===== src/hw/rtl/vrt_pkg.sv =====
package vrt_pkg;

   localparam int ORIGIN_W = 24;
   localparam int DIR_W    = 16;
   localparam int DIST_W   = 23;
   localparam int VOX_W    = 12;
   localparam int NRM_W    = 2;
   localparam int FIX_W    = 32;
   localparam int AXES     = 3;

   localparam logic [FIX_W-1:0] FIX_INF = '1;

   typedef enum logic {
      KIND_START = 1'b0,
      KIND_REPLY = 1'b1
   } item_kind_type;

   typedef enum logic [1:0] {
      RES_QUERY = 2'd0,
      RES_HIT   = 2'd1,
      RES_MISS  = 2'd2
   } result_kind_type;

   typedef enum logic [2:0] {
      ST_IDLE,
      ST_SUMSQ,
      ST_SQRT,
      ST_AXIS,
      ST_DIV,
      ST_MUL,
      ST_EMIT
   } back_state_type;

   // One classified request as it waits between front and back.
   typedef struct packed {
      item_kind_type                  kind;
      logic                           miss_now;
      logic                           solid;
      logic [AXES-1:0][ORIGIN_W-1:0]  origin;
      logic [AXES-1:0][DIR_W-1:0]     dir;
      logic [DIST_W-1:0]              max_distance;
   } cmd_type;

endpackage


===== src/hw/rtl/vrt_if.sv =====
interface vrt_req_if import vrt_pkg::*; ();
   logic                       valid;
   logic                       ready;
   logic                       kind;
   logic signed [ORIGIN_W-1:0] origin_x;
   logic signed [ORIGIN_W-1:0] origin_y;
   logic signed [ORIGIN_W-1:0] origin_z;
   logic signed [DIR_W-1:0]    dir_x;
   logic signed [DIR_W-1:0]    dir_y;
   logic signed [DIR_W-1:0]    dir_z;
   logic [DIST_W-1:0]          max_distance;
   logic                       solid;

   modport source (output valid, kind, origin_x, origin_y, origin_z, dir_x, dir_y, dir_z,
                   max_distance, solid, input ready);
   modport sink   (input valid, kind, origin_x, origin_y, origin_z, dir_x, dir_y, dir_z,
                   max_distance, solid, output ready);
endinterface

interface vrt_rsp_if import vrt_pkg::*; ();
   logic                    valid;
   logic                    ready;
   logic [1:0]              result_kind;
   logic signed [VOX_W-1:0] voxel_x;
   logic signed [VOX_W-1:0] voxel_y;
   logic signed [VOX_W-1:0] voxel_z;
   logic signed [NRM_W-1:0] normal_x;
   logic signed [NRM_W-1:0] normal_y;
   logic signed [NRM_W-1:0] normal_z;

   modport source (output valid, result_kind, voxel_x, voxel_y, voxel_z,
                   normal_x, normal_y, normal_z, input ready);
   modport sink   (input valid, result_kind, voxel_x, voxel_y, voxel_z,
                   normal_x, normal_y, normal_z, output ready);
endinterface


===== src/hw/rtl/vrt_front.sv =====
module vrt_front import vrt_pkg::*; #(
   parameter int COORD_BITS = 12,
   parameter int FRAC_BITS  = 12
) (
   vrt_req_if.sink   req_chan,
   input  logic      queue_full,
   output logic      push,
   output cmd_type   cmd
);

   localparam int VW = ORIGIN_W + 1;
   localparam logic signed [VW-1:0] VOX_LO = -(VW'(1) <<< (COORD_BITS - 1));
   localparam logic signed [VW-1:0] VOX_HI = (VW'(1) <<< (COORD_BITS - 1)) - VW'(1);

   logic signed [VW-1:0] vox [AXES];
   logic                 out_of_range;
   logic                 dir_zero;

   assign req_chan.ready = !queue_full;
   assign push           = req_chan.valid && !queue_full;

   // Take the integer voxel of each origin axis and check it against the range.
   always_comb begin
      vox[0]       = VW'(req_chan.origin_x >>> FRAC_BITS);
      vox[1]       = VW'(req_chan.origin_y >>> FRAC_BITS);
      vox[2]       = VW'(req_chan.origin_z >>> FRAC_BITS);
      out_of_range = 1'b0;
      for (int a = 0; a < AXES; a++) begin
         if (vox[a] < VOX_LO || vox[a] > VOX_HI) begin
            out_of_range = 1'b1;
         end
      end
      dir_zero = (req_chan.dir_x == '0) && (req_chan.dir_y == '0) && (req_chan.dir_z == '0);
   end

   always_comb begin
      cmd.kind         = item_kind_type'(req_chan.kind);
      cmd.solid        = req_chan.solid;
      cmd.origin       = {req_chan.origin_z, req_chan.origin_y, req_chan.origin_x};
      cmd.dir          = {req_chan.dir_z, req_chan.dir_y, req_chan.dir_x};
      cmd.max_distance = req_chan.max_distance;
      cmd.miss_now     = dir_zero || (req_chan.max_distance == '0) || out_of_range;
   end

endmodule


===== src/hw/rtl/vrt_queue.sv =====
module vrt_queue import vrt_pkg::*; (
   input  logic    clock,
   input  logic    reset,
   input  logic    push,
   input  cmd_type push_cmd,
   input  logic    pop,
   output logic    full,
   output logic    not_empty,
   output cmd_type head
);

   cmd_type    slot_ff [2];
   logic       wr_ptr_ff, wr_ptr_in;
   logic       rd_ptr_ff, rd_ptr_in;
   logic [1:0] count_ff, count_in;

   assign full      = (count_ff == 2'd2);
   assign not_empty = (count_ff != 2'd0);
   assign head      = slot_ff[rd_ptr_ff];

   always_comb begin
      wr_ptr_in = push ? !wr_ptr_ff : wr_ptr_ff;
      rd_ptr_in = pop  ? !rd_ptr_ff : rd_ptr_ff;
      count_in  = count_ff + 2'(push) - 2'(pop);
   end

   always_ff @(posedge clock) begin
      if (reset) begin
         wr_ptr_ff <= 1'b0;
         rd_ptr_ff <= 1'b0;
         count_ff  <= 2'd0;
      end else begin
         wr_ptr_ff <= wr_ptr_in;
         rd_ptr_ff <= rd_ptr_in;
         count_ff  <= count_in;
      end
   end

   always_ff @(posedge clock) begin
      if (push) begin
         slot_ff[wr_ptr_ff] <= push_cmd;
      end
   end

endmodule


===== src/hw/rtl/vrt_back.sv =====
module vrt_back import vrt_pkg::*; #(
   parameter int COORD_BITS = 12,
   parameter int FRAC_BITS  = 12
) (
   input  logic     clock,
   input  logic     reset,
   input  logic     cmd_valid,
   input  cmd_type  cmd,
   output logic     cmd_pop,
   vrt_rsp_if.source rsp_chan
);

   localparam int CW = COORD_BITS;
   localparam int PW = FRAC_BITS + 1;
   localparam logic [PW-1:0] ONE_FIX = PW'(1) << FRAC_BITS;

   back_state_type state_ff, state_in;

   cmd_type               cmd_ff, cmd_in;
   logic [4:0]            cnt_ff, cnt_in;
   logic [1:0]            axis_ff, axis_in;
   logic [FIX_W-1:0]      acc_ff, acc_in;
   logic [2*FIX_W-1:0]    rad_ff, rad_in;
   logic [FIX_W:0]        rem_ff, rem_in;
   logic [FIX_W-1:0]      root_ff, root_in;
   logic [FIX_W-1:0]      quo_ff, quo_in;
   logic [DIR_W-1:0]      drem_ff, drem_in;
   logic [DIR_W-1:0]      mag_ff, mag_in;

   logic signed [CW-1:0]    voxel_ff [AXES];
   logic signed [CW-1:0]    voxel_in [AXES];
   logic signed [1:0]       sign_ff  [AXES];
   logic signed [1:0]       sign_in  [AXES];
   logic [FIX_W-1:0]        next_ff  [AXES];
   logic [FIX_W-1:0]        next_in  [AXES];
   logic [FIX_W-1:0]        delta_ff [AXES];
   logic [FIX_W-1:0]        delta_in [AXES];
   logic signed [NRM_W-1:0] normal_ff [AXES];
   logic signed [NRM_W-1:0] normal_in [AXES];
   logic [FIX_W-1:0]        limit_ff, limit_in;
   logic                    active_ff, active_in;

   logic                    out_valid_ff, out_valid_in;
   result_kind_type         out_kind_ff;
   logic signed [CW-1:0]    out_vox_ff [AXES];
   logic signed [NRM_W-1:0] out_nrm_ff [AXES];

   // Combinational helpers
   logic                    out_free;
   logic                    take;
   logic                    emit;
   result_kind_type         emit_kind;
   logic signed [CW-1:0]    emit_vox [AXES];
   logic signed [NRM_W-1:0] emit_nrm [AXES];

   logic [1:0]              ax;
   logic [FIX_W:0]          cross_sum;
   logic [FIX_W-1:0]        cross_sat;
   logic signed [CW:0]      step_vox;
   logic                    step_out;
   logic                    step_miss;

   logic signed [DIR_W-1:0] sq_dir;
   logic signed [FIX_W-1:0] sq_prod;
   logic [FIX_W-1:0]        acc_sum;
   logic [FIX_W+2:0]        rem_sh;
   logic [FIX_W+2:0]        trial;
   logic [DIR_W:0]          div_sh;
   logic signed [DIR_W-1:0] ax_dir;
   logic [FRAC_BITS-1:0]    ax_frac;
   logic [PW-1:0]           part;
   logic [PW+FIX_W-1:0]     prod;

   assign out_free = !out_valid_ff || rsp_chan.ready;
   assign take     = (state_ff == ST_IDLE) && cmd_valid && out_free;
   assign cmd_pop  = take;

   // Pick the axis with the nearest boundary, ties to x then y.
   always_comb begin
      if (next_ff[0] <= next_ff[1] && next_ff[0] <= next_ff[2]) begin
         ax = 2'd0;
      end else if (next_ff[1] <= next_ff[2]) begin
         ax = 2'd1;
      end else begin
         ax = 2'd2;
      end
      cross_sum = {1'b0, next_ff[ax]} + {1'b0, delta_ff[ax]};
      cross_sat = (cross_sum >= {1'b0, FIX_INF}) ? FIX_INF : cross_sum[FIX_W-1:0];
      step_vox  = (CW+1)'(voxel_ff[ax]) + (CW+1)'(sign_ff[ax]);
      step_out  = step_vox[CW] != step_vox[CW-1];
      step_miss = (next_ff[ax] > limit_ff) || step_out;
   end

   always_comb begin
      sq_dir  = $signed(cmd_ff.dir[cnt_ff[1:0]]);
      sq_prod = sq_dir * sq_dir;
      acc_sum = acc_ff + $unsigned(sq_prod);
      rem_sh  = {rem_ff, rad_ff[2*FIX_W-1 -: 2]};
      trial   = {1'b0, root_ff, 2'b01};
      div_sh  = {drem_ff, quo_ff[FIX_W-1]};
      ax_dir  = $signed(cmd_ff.dir[axis_ff]);
      ax_frac = cmd_ff.origin[axis_ff][FRAC_BITS-1:0];
      part    = (sign_ff[axis_ff] == 2'sd1) ? (ONE_FIX - PW'(ax_frac)) : PW'(ax_frac);
      prod    = part * delta_ff[axis_ff];
   end

   // Next state
   always_comb begin
      state_in = state_ff;
      case (state_ff)
         ST_IDLE: begin
            if (take && cmd.kind == KIND_START && !cmd.miss_now) begin
               state_in = ST_SUMSQ;
            end
         end
         ST_SUMSQ: begin
            if (cnt_ff == 5'd2) state_in = ST_SQRT;
         end
         ST_SQRT: begin
            if (cnt_ff == 5'd31) state_in = ST_AXIS;
         end
         ST_AXIS: begin
            if (ax_dir != '0) begin
               state_in = ST_DIV;
            end else if (axis_ff == 2'd2) begin
               state_in = ST_EMIT;
            end
         end
         ST_DIV: begin
            if (cnt_ff == 5'd31) state_in = ST_MUL;
         end
         ST_MUL: begin
            state_in = (axis_ff == 2'd2) ? ST_EMIT : ST_AXIS;
         end
         ST_EMIT: begin
            if (out_free) state_in = ST_IDLE;
         end
         default: state_in = ST_IDLE;
      endcase
   end

   // Result selection
   always_comb begin
      emit      = 1'b0;
      emit_kind = RES_MISS;
      for (int a = 0; a < AXES; a++) begin
         emit_vox[a] = '0;
         emit_nrm[a] = '0;
      end
      case (state_ff)
         ST_IDLE: begin
            if (take) begin
               if (cmd.kind == KIND_START) begin
                  if (cmd.miss_now) begin
                     emit      = 1'b1;
                     emit_kind = RES_MISS;
                  end
               end else if (active_ff) begin
                  emit = 1'b1;
                  if (cmd.solid) begin
                     emit_kind = RES_HIT;
                     for (int a = 0; a < AXES; a++) begin
                        emit_vox[a] = voxel_ff[a];
                        emit_nrm[a] = normal_ff[a];
                     end
                  end else if (step_miss) begin
                     emit_kind = RES_MISS;
                  end else begin
                     emit_kind = RES_QUERY;
                     for (int a = 0; a < AXES; a++) begin
                        emit_vox[a] = (a == int'(ax)) ? step_vox[CW-1:0] : voxel_ff[a];
                     end
                  end
               end
            end
         end
         ST_EMIT: begin
            if (out_free) begin
               emit      = 1'b1;
               emit_kind = RES_QUERY;
               for (int a = 0; a < AXES; a++) begin
                  emit_vox[a] = voxel_ff[a];
               end
            end
         end
         default: begin
            emit = 1'b0;
         end
      endcase
   end

   // Datapath next values
   always_comb begin
      cmd_in    = cmd_ff;
      cnt_in    = cnt_ff;
      axis_in   = axis_ff;
      acc_in    = acc_ff;
      rad_in    = rad_ff;
      rem_in    = rem_ff;
      root_in   = root_ff;
      quo_in    = quo_ff;
      drem_in   = drem_ff;
      mag_in    = mag_ff;
      limit_in  = limit_ff;
      active_in = active_ff;
      for (int a = 0; a < AXES; a++) begin
         voxel_in[a]  = voxel_ff[a];
         sign_in[a]   = sign_ff[a];
         next_in[a]   = next_ff[a];
         delta_in[a]  = delta_ff[a];
         normal_in[a] = normal_ff[a];
      end
      case (state_ff)
         ST_IDLE: begin
            if (take) begin
               cmd_in = cmd;
               if (cmd.kind == KIND_START) begin
                  active_in = 1'b0;
                  limit_in  = FIX_W'({{(FIX_W-DIST_W){1'b0}}, cmd.max_distance}
                                     << (16 - FRAC_BITS));
                  acc_in    = '0;
                  cnt_in    = '0;
                  axis_in   = '0;
               end else if (active_ff) begin
                  if (cmd.solid) begin
                     active_in = 1'b0;
                  end else begin
                     next_in[ax] = cross_sat;
                     for (int a = 0; a < AXES; a++) normal_in[a] = '0;
                     normal_in[ax] = -sign_ff[ax];
                     if (step_miss) begin
                        active_in = 1'b0;
                     end else begin
                        voxel_in[ax] = step_vox[CW-1:0];
                     end
                  end
               end
            end
         end
         ST_SUMSQ: begin
            acc_in = acc_sum;
            cnt_in = cnt_ff + 5'd1;
            if (cnt_ff == 5'd2) begin
               rad_in  = {acc_sum, {FIX_W{1'b0}}};
               rem_in  = '0;
               root_in = '0;
               cnt_in  = '0;
            end
         end
         ST_SQRT: begin
            // One root bit a cycle, two radicand bits in.
            rad_in = rad_ff << 2;
            cnt_in = cnt_ff + 5'd1;
            if (rem_sh >= trial) begin
               rem_in  = (FIX_W+1)'(rem_sh - trial);
               root_in = {root_ff[FIX_W-2:0], 1'b1};
            end else begin
               rem_in  = (FIX_W+1)'(rem_sh);
               root_in = {root_ff[FIX_W-2:0], 1'b0};
            end
            if (cnt_ff == 5'd31) axis_in = '0;
         end
         ST_AXIS: begin
            voxel_in[axis_ff]  = CW'($signed(cmd_ff.origin[axis_ff]) >>> FRAC_BITS);
            normal_in[axis_ff] = '0;
            if (ax_dir == '0) begin
               sign_in[axis_ff]  = 2'sd0;
               delta_in[axis_ff] = FIX_INF;
               next_in[axis_ff]  = FIX_INF;
               axis_in           = axis_ff + 2'd1;
            end else begin
               sign_in[axis_ff] = ax_dir[DIR_W-1] ? -2'sd1 : 2'sd1;
               mag_in           = ax_dir[DIR_W-1] ? DIR_W'(-ax_dir) : DIR_W'(ax_dir);
               quo_in           = root_ff;
               drem_in          = '0;
               cnt_in           = '0;
            end
         end
         ST_DIV: begin
            // Restoring division, one quotient bit a cycle.
            cnt_in = cnt_ff + 5'd1;
            if (div_sh >= {1'b0, mag_ff}) begin
               drem_in = DIR_W'(div_sh - {1'b0, mag_ff});
               quo_in  = {quo_ff[FIX_W-2:0], 1'b1};
            end else begin
               drem_in = div_sh[DIR_W-1:0];
               quo_in  = {quo_ff[FIX_W-2:0], 1'b0};
            end
            if (cnt_ff == 5'd31) delta_in[axis_ff] = quo_in;
         end
         ST_MUL: begin
            next_in[axis_ff] = FIX_W'(prod >> FRAC_BITS);
            axis_in          = axis_ff + 2'd1;
         end
         ST_EMIT: begin
            if (out_free) active_in = 1'b1;
         end
         default: begin
            active_in = active_ff;
         end
      endcase
   end

   assign out_valid_in = emit ? 1'b1 : (rsp_chan.ready ? 1'b0 : out_valid_ff);

   always_ff @(posedge clock) begin
      if (reset) begin
         state_ff     <= ST_IDLE;
         active_ff    <= 1'b0;
         out_valid_ff <= 1'b0;
         limit_ff     <= '0;
         for (int a = 0; a < AXES; a++) begin
            voxel_ff[a]  <= '0;
            sign_ff[a]   <= '0;
            next_ff[a]   <= FIX_INF;
            delta_ff[a]  <= FIX_INF;
            normal_ff[a] <= '0;
         end
      end else begin
         state_ff     <= state_in;
         active_ff    <= active_in;
         out_valid_ff <= out_valid_in;
         limit_ff     <= limit_in;
         for (int a = 0; a < AXES; a++) begin
            voxel_ff[a]  <= voxel_in[a];
            sign_ff[a]   <= sign_in[a];
            next_ff[a]   <= next_in[a];
            delta_ff[a]  <= delta_in[a];
            normal_ff[a] <= normal_in[a];
         end
      end
   end

   always_ff @(posedge clock) begin
      cmd_ff  <= cmd_in;
      cnt_ff  <= cnt_in;
      axis_ff <= axis_in;
      acc_ff  <= acc_in;
      rad_ff  <= rad_in;
      rem_ff  <= rem_in;
      root_ff <= root_in;
      quo_ff  <= quo_in;
      drem_ff <= drem_in;
      mag_ff  <= mag_in;
      if (emit) begin
         out_kind_ff <= emit_kind;
         for (int a = 0; a < AXES; a++) begin
            out_vox_ff[a] <= emit_vox[a];
            out_nrm_ff[a] <= emit_nrm[a];
         end
      end
   end

   assign rsp_chan.valid       = out_valid_ff;
   assign rsp_chan.result_kind = out_kind_ff;
   assign rsp_chan.voxel_x     = VOX_W'(out_vox_ff[0]);
   assign rsp_chan.voxel_y     = VOX_W'(out_vox_ff[1]);
   assign rsp_chan.voxel_z     = VOX_W'(out_vox_ff[2]);
   assign rsp_chan.normal_x    = out_nrm_ff[0];
   assign rsp_chan.normal_y    = out_nrm_ff[1];
   assign rsp_chan.normal_z    = out_nrm_ff[2];

endmodule


===== src/hw/rtl/voxel_ray_traversal.sv =====
// Channel   Dir  Role          Content
// req_chan  in   sink          start (origin, direction, reach) or reply (solid)
// rsp_chan  out  source        query voxel, hit with entry normal, or miss
//
// A reply passes through the queue, then the back end registers its result,
// set by the three-way compare and the crossing add.
// A start forms the squared length, then the root (one bit a cycle), then,
// per moving axis, a division in the shared divider and the first-crossing
// multiply.
// Reset is synchronous and clears control state, the queue and the ray.
// A two-entry queue parts front and back; a held result stalls the back end,
// and intake stops once both queue entries are taken.
module voxel_ray_traversal import vrt_pkg::*; #(
   parameter int COORD_BITS = 12,
   parameter int FRAC_BITS  = 12
) (
   input  logic       clock,
   input  logic       reset,
   vrt_req_if.sink    req_chan,
   vrt_rsp_if.source  rsp_chan
);

   logic    push;
   logic    pop;
   logic    full;
   logic    not_empty;
   cmd_type push_cmd;
   cmd_type head;

   // Front end: classify each request and flag the rays that miss at once.
   vrt_front #(
      .COORD_BITS (COORD_BITS),
      .FRAC_BITS  (FRAC_BITS)
   ) u_front (
      .req_chan   (req_chan),
      .queue_full (full),
      .push       (push),
      .cmd        (push_cmd)
   );

   // Hold classified requests until the back end is free.
   vrt_queue u_queue (
      .clock     (clock),
      .reset     (reset),
      .push      (push),
      .push_cmd  (push_cmd),
      .pop       (pop),
      .full      (full),
      .not_empty (not_empty),
      .head      (head)
   );

   // Back end: ray set-up (root, divisions, multiplies) and voxel stepping.
   vrt_back #(
      .COORD_BITS (COORD_BITS),
      .FRAC_BITS  (FRAC_BITS)
   ) u_back (
      .clock     (clock),
      .reset     (reset),
      .cmd_valid (not_empty),
      .cmd       (head),
      .cmd_pop   (pop),
      .rsp_chan  (rsp_chan)
   );

endmodule


===== src/flat_wrapper.sv =====
// flat-port wrapper written by rule: the top's interface ports become plain ports
module voxel_ray_traversal_flat import vrt_pkg::*;
#(
   parameter int COORD_BITS = 12,
   parameter int FRAC_BITS  = 12
)
  (clock, reset, req_chan_valid, req_chan_kind, req_chan_origin_x, req_chan_origin_y, req_chan_origin_z, req_chan_dir_x, req_chan_dir_y, req_chan_dir_z, req_chan_max_distance, req_chan_solid, req_chan_ready, rsp_chan_valid, rsp_chan_result_kind, rsp_chan_voxel_x, rsp_chan_voxel_y, rsp_chan_voxel_z, rsp_chan_normal_x, rsp_chan_normal_y, rsp_chan_normal_z, rsp_chan_ready);
  vrt_req_if req_chan_i ();
  vrt_rsp_if rsp_chan_i ();
  input  logic clock;
  input  logic reset;
  input wire logic [$bits(req_chan_i.valid)-1:0] req_chan_valid;
  input wire logic [$bits(req_chan_i.kind)-1:0] req_chan_kind;
  input wire logic [$bits(req_chan_i.origin_x)-1:0] req_chan_origin_x;
  input wire logic [$bits(req_chan_i.origin_y)-1:0] req_chan_origin_y;
  input wire logic [$bits(req_chan_i.origin_z)-1:0] req_chan_origin_z;
  input wire logic [$bits(req_chan_i.dir_x)-1:0] req_chan_dir_x;
  input wire logic [$bits(req_chan_i.dir_y)-1:0] req_chan_dir_y;
  input wire logic [$bits(req_chan_i.dir_z)-1:0] req_chan_dir_z;
  input wire logic [$bits(req_chan_i.max_distance)-1:0] req_chan_max_distance;
  input wire logic [$bits(req_chan_i.solid)-1:0] req_chan_solid;
  output wire logic [$bits(req_chan_i.ready)-1:0] req_chan_ready;
  output wire logic [$bits(rsp_chan_i.valid)-1:0] rsp_chan_valid;
  output wire logic [$bits(rsp_chan_i.result_kind)-1:0] rsp_chan_result_kind;
  output wire logic [$bits(rsp_chan_i.voxel_x)-1:0] rsp_chan_voxel_x;
  output wire logic [$bits(rsp_chan_i.voxel_y)-1:0] rsp_chan_voxel_y;
  output wire logic [$bits(rsp_chan_i.voxel_z)-1:0] rsp_chan_voxel_z;
  output wire logic [$bits(rsp_chan_i.normal_x)-1:0] rsp_chan_normal_x;
  output wire logic [$bits(rsp_chan_i.normal_y)-1:0] rsp_chan_normal_y;
  output wire logic [$bits(rsp_chan_i.normal_z)-1:0] rsp_chan_normal_z;
  input wire logic [$bits(rsp_chan_i.ready)-1:0] rsp_chan_ready;
  assign req_chan_i.valid = req_chan_valid;
  assign req_chan_i.kind = req_chan_kind;
  assign req_chan_i.origin_x = req_chan_origin_x;
  assign req_chan_i.origin_y = req_chan_origin_y;
  assign req_chan_i.origin_z = req_chan_origin_z;
  assign req_chan_i.dir_x = req_chan_dir_x;
  assign req_chan_i.dir_y = req_chan_dir_y;
  assign req_chan_i.dir_z = req_chan_dir_z;
  assign req_chan_i.max_distance = req_chan_max_distance;
  assign req_chan_i.solid = req_chan_solid;
  assign req_chan_ready = req_chan_i.ready;
  assign rsp_chan_valid = rsp_chan_i.valid;
  assign rsp_chan_result_kind = rsp_chan_i.result_kind;
  assign rsp_chan_voxel_x = rsp_chan_i.voxel_x;
  assign rsp_chan_voxel_y = rsp_chan_i.voxel_y;
  assign rsp_chan_voxel_z = rsp_chan_i.voxel_z;
  assign rsp_chan_normal_x = rsp_chan_i.normal_x;
  assign rsp_chan_normal_y = rsp_chan_i.normal_y;
  assign rsp_chan_normal_z = rsp_chan_i.normal_z;
  assign rsp_chan_i.ready = rsp_chan_ready;
  voxel_ray_traversal #(.COORD_BITS(COORD_BITS), .FRAC_BITS(FRAC_BITS)) u_core (.clock(clock), .reset(reset), .req_chan(req_chan_i), .rsp_chan(rsp_chan_i));
endmodule

===== config.mk =====
export PLATFORM = sky130hd
export DESIGN_NAME = voxel_ray_traversal_flat
export DESIGN_NICKNAME = d
export VERILOG_FILES = /design/src/hw/rtl/vrt_pkg.sv /design/src/hw/rtl/vrt_if.sv /design/src/hw/rtl/vrt_front.sv /design/src/hw/rtl/vrt_queue.sv /design/src/hw/rtl/vrt_back.sv /design/src/hw/rtl/voxel_ray_traversal.sv /design/src/flat_wrapper.sv
export SDC_FILE = /design/constraint.sdc
export NUM_CORES = 2
export LEC_CHECK = 0
export BUFFER_PORTS_ARGS = -buffer_cell sky130_fd_sc_hd__buf_2
export CORE_ASPECT_RATIO = 0.6
export CORE_MARGIN = 8
export CORE_UTILIZATION = 30
export CTS_CLUSTER_DIAMETER = 100
export CTS_CLUSTER_SIZE = 10
export DETAILED_ROUTE_END_ITERATION = 8
export PLACE_DENSITY_LB_ADDON = 0.08
export SETUP_SLACK_MARGIN = 0.2
export SLEW_MARGIN = 0
export SYNTH_ARGS = -nofsm -noshare
export SYNTH_HDL_FRONTEND = slang
export SYNTH_HIERARCHICAL = 1
export SYNTH_SLANG_ARGS = --single-unit

===== constraint.sdc =====
create_clock -name clock -period 17.8 [get_ports clock]
set_input_delay 3.56 -clock clock [delete_from_list [all_inputs] [get_ports clock]]
set_output_delay 3.56 -clock clock [all_outputs]
set_load 0.02 [all_outputs]

==> results.md <==
- TritonCTS clock tree: built
- Slew at the pin closest to its max-slew limit: 1.26 ns
- Via/cell ratio: 5.04
- Routed wirelength normalized by instance count: 25.1 µm
- Setup slack after layout: 7.01 ns
- Die Footprint: 250000 µm²
- Primary FF master, synth: edfxtp_1
- Overall fraction of global-route tracks in use: 20.3%
- Total length of routed wires: 258 mm
- Nature of the critical path endpoint: register
- Critical path class: register to register
- Number of top-level design ports: 195
- Final hold viol count: 0
- Bufs on Longest Clock Path: 3
- Number of nets still failing antenna checks after routing: 0
- Inserted Clock Buffers: 104
- Master of the slowest instance on the critical path: xor2_1
- Cell with the most instances after synthesis: nand2_1
- Number of endpoints failing setup at the final stage: 0
- Area growth from synthesis to layout: 9.75%
- CTS resizes: 0
- Outcome: finished clean
- Detailed-placement wirelength estimate: 199 mm
- Crit share post-route: 60.6%
- Fraction of registers with async set/reset: 0%
- I/O Buffers: 194
- Overall die width: 640 µm
- Core outline area: 232000 µm²
- Worst Path Arrival: 11.45 ns
- # Post-CTS Setup Buffers: 0
- Net Count, Synth: 8242
- Number of DRC markers in iteration 0: 4967
- Leading cell types by total area after synthesis: edfxtp_1 28%, fa_1 17%, dfxtp_1 7.9%
- Crit path buffers/inverters: 4
- Maximum fanout along the worst path: 27
- Largest stage delay on the critical path: 0.67 ns
- Synth top cells by count: 873 x nand2_1, 850 x inv_1, 702 x nor2_1, 656 x edfxtp_1, 600 x fa_1
- Initial antenna violation count: 10
- Min-Delay Path Class: register to register
- Count of unique library cells instantiated by Yosys: 103
- Top cell family by delay on the critical path: adder cells
- Pin count of the biggest net entering global routing: 121
- Area of the mapped netlist: 70100 µm²
- Via count of the first global-routing pass: 50900
- Worst-skew pair later-pin latency: 0.78 ns
- Overall via count from detail_route: 51800
- Post-route clock skew: 0.104 ns
- Final estimated routing congestion in global placement: 0.901
- Number of synthesized flops with an enable pin: 656
- Cell type with the largest total area after synthesis: edfxtp_1
- Layout cells sized above 1: 9.81%
- Met3 usage: 3.95%
- Most used routing layer in global routing: met1
- Rows: 137
- Met1 demand-to-capacity share in global routing: 33.8%
- Fmax: 92.7 MHz
- Portion of the post-synthesis area used by sequential elements: 36.0%
- # Max-Cap Violations: 0
- Clock tree root driver cell: clkbuf_16
- Total iterations of the first detailed-routing run: 6
- Vertical extent of the die: 390 µm
- Placement Setup Slack: 7.15 ns
- Number of sinks on the clock net: 931
- Number of storage elements in the synthesis netlist: 931
- Min cycle time layout: 10.79 ns
- Relative max-transition margin: 15.9%
- First-pass GRT wire length: 376 mm
- Number of H-tree levels: 3
- Required arrival time at the worst endpoint: 18.46 ns
- Overall overflow remaining after global route: 0
- Effective utilization at floorplan: 30.2%
- Setup crit start kind: register
- Clock input transition at the sequential cells of the worst setup and hold paths: 0.06 ns
- Synth Warn #: 6
- Final design instance area without fill: 76900 µm²
- Number of buffers inserted for hold repair after clock tree synthesis: 0
- Avg Synthesized Cell Area: 9.89 µm²
- Summed negative setup slack over all endpoints: 0 ns
- Final-stage net count: 8224
- Max Slew Vio Count: 0
- Global Route met2 Usage: 26.8%
- Setup repair after global routing missed its margin: no
- Post-route DRC violation count: 0
- Top cell type's share of synthesized area: 28.1%
- Post-synthesis cell count: 7084
- DP Area: 73700 µm²
[registers in the layout, indices dropped and copies added (netlist names), 16 cells and up, named ones only]
register	flops
u_core/u_queue/slot_ff	292
u_core/u_back/cmd_ff	120
u_core/u_back/delta_ff	96
u_core/u_back/next_ff	96
u_core/u_back/out_vox_ff	36
u_core/u_back/voxel_ff	36
u_core/u_back/rem_ff	33
u_core/u_back/acc_ff	32
u_core/u_back/quo_ff	32
u_core/u_back/rad_ff	32
u_core/u_back/root_ff	32
u_core/u_back/limit_ff	23
u_core/u_back/drem_ff	16
u_core/u_back/mag_ff	16
[routing by layer]
metal / part of all wire [%] / wire [µm] / up-vias
met5: 0 / 0 / -
met3: 7.4 / 19000 / 204
met2: 38 / 97300 / 1684
met4: 1.5 / 3780 / 0
met1: 53 / 137000 / 26000
li1: - / - / 23800
[cells in the final DEF (no fill, tap or decap), types with 108 or more instances in the layout]
cell / netlist / final
nand2_1: 873 / 866
edfxtp_1: 656 / 656
buf_4: 146 / 136
dfxtp_1: 275 / 272
a21o_1: 113 / 112
nor2_1: 702 / 700
xnor2_1: 115 / 108
ha_1: 409 / 406
fa_1: 600 / 600
o211ai_1: 113 / 113
buf_2: 14 / 194
inv_1: 850 / 850
o21ai_0: 236 / 216
a21oi_1: 390 / 387
mux2_2: 152 / 152
mux2i_1: 161 / 161
[metrics by stage]
step                utilization, %  hold slack, ns  instances
floorplan                        -           0.436       7084
global placement              31.7           0.450      10100
detailed placement            31.7           0.449      10100
CTS                           33.1           0.458      10300
global route                  33.1           0.474      10300
finish                        33.1           0.459      10300
[logic make-up (layout without fill, tap and decap cells)]
family,Yosys count,count (layout),synth area share (%)
and+or+nand+nor,1979,1979,12.0
buffers and inverters,1316,1378,8.25
xor gates and xnor gates,191,191,2.41
DFF,931,931,36.0
muxes,313,313,4.74
adders and majority gates,1009,1009,24.4
other,0,3,0
AOI/OAI and AO/OA,1345,1345,12.2
[path summary, 6_finish.rpt]
kind,from,end,slack (ns),cells after the start
worst max-delay path,u_core/u_back/axis_ff[0],u_core/u_back/next_ff[2][23],7.01,31
worst min-delay path,u_core/u_back/limit_ff[18],u_core/u_back/limit_ff[18],0.46,2
worst max register to register,u_core/u_back/axis_ff[0],u_core/u_back/next_ff[2][23],7.01,31
worst min register to register,u_core/u_back/limit_ff[18],u_core/u_back/limit_ff[18],0.46,2
[tightest hold or removal path, delay by kind of cell, from the launching register on]
kind,cells,cell delay [ns]
AO/OA/AOI/OAI,1,0.05
flip-flops,1,0.31
AND/OR/NAND/NOR,1,0.05
[area by class of cell]
| class | instances | area, µm² |
|---|---|---|
| Inverter | 861 | 3230 |
| Sequential cell | 931 | 25200 |
| Multi-Input combinational cell | 4837 | 39400 |
| Tap cell | 3127 | 3910 |
| Clock inverter | 10 | 258 |
| Fill cell | 23900 | 155000 |
| Clock buffer | 176 | 2880 |
| Antenna cell | 3 | 7.51 |
| Timing Repair Buffer | 331 | 2010 |
Power is not shown: default switching activity piles up to over one toggle a cycle in this logic, so the estimate is an artifact.
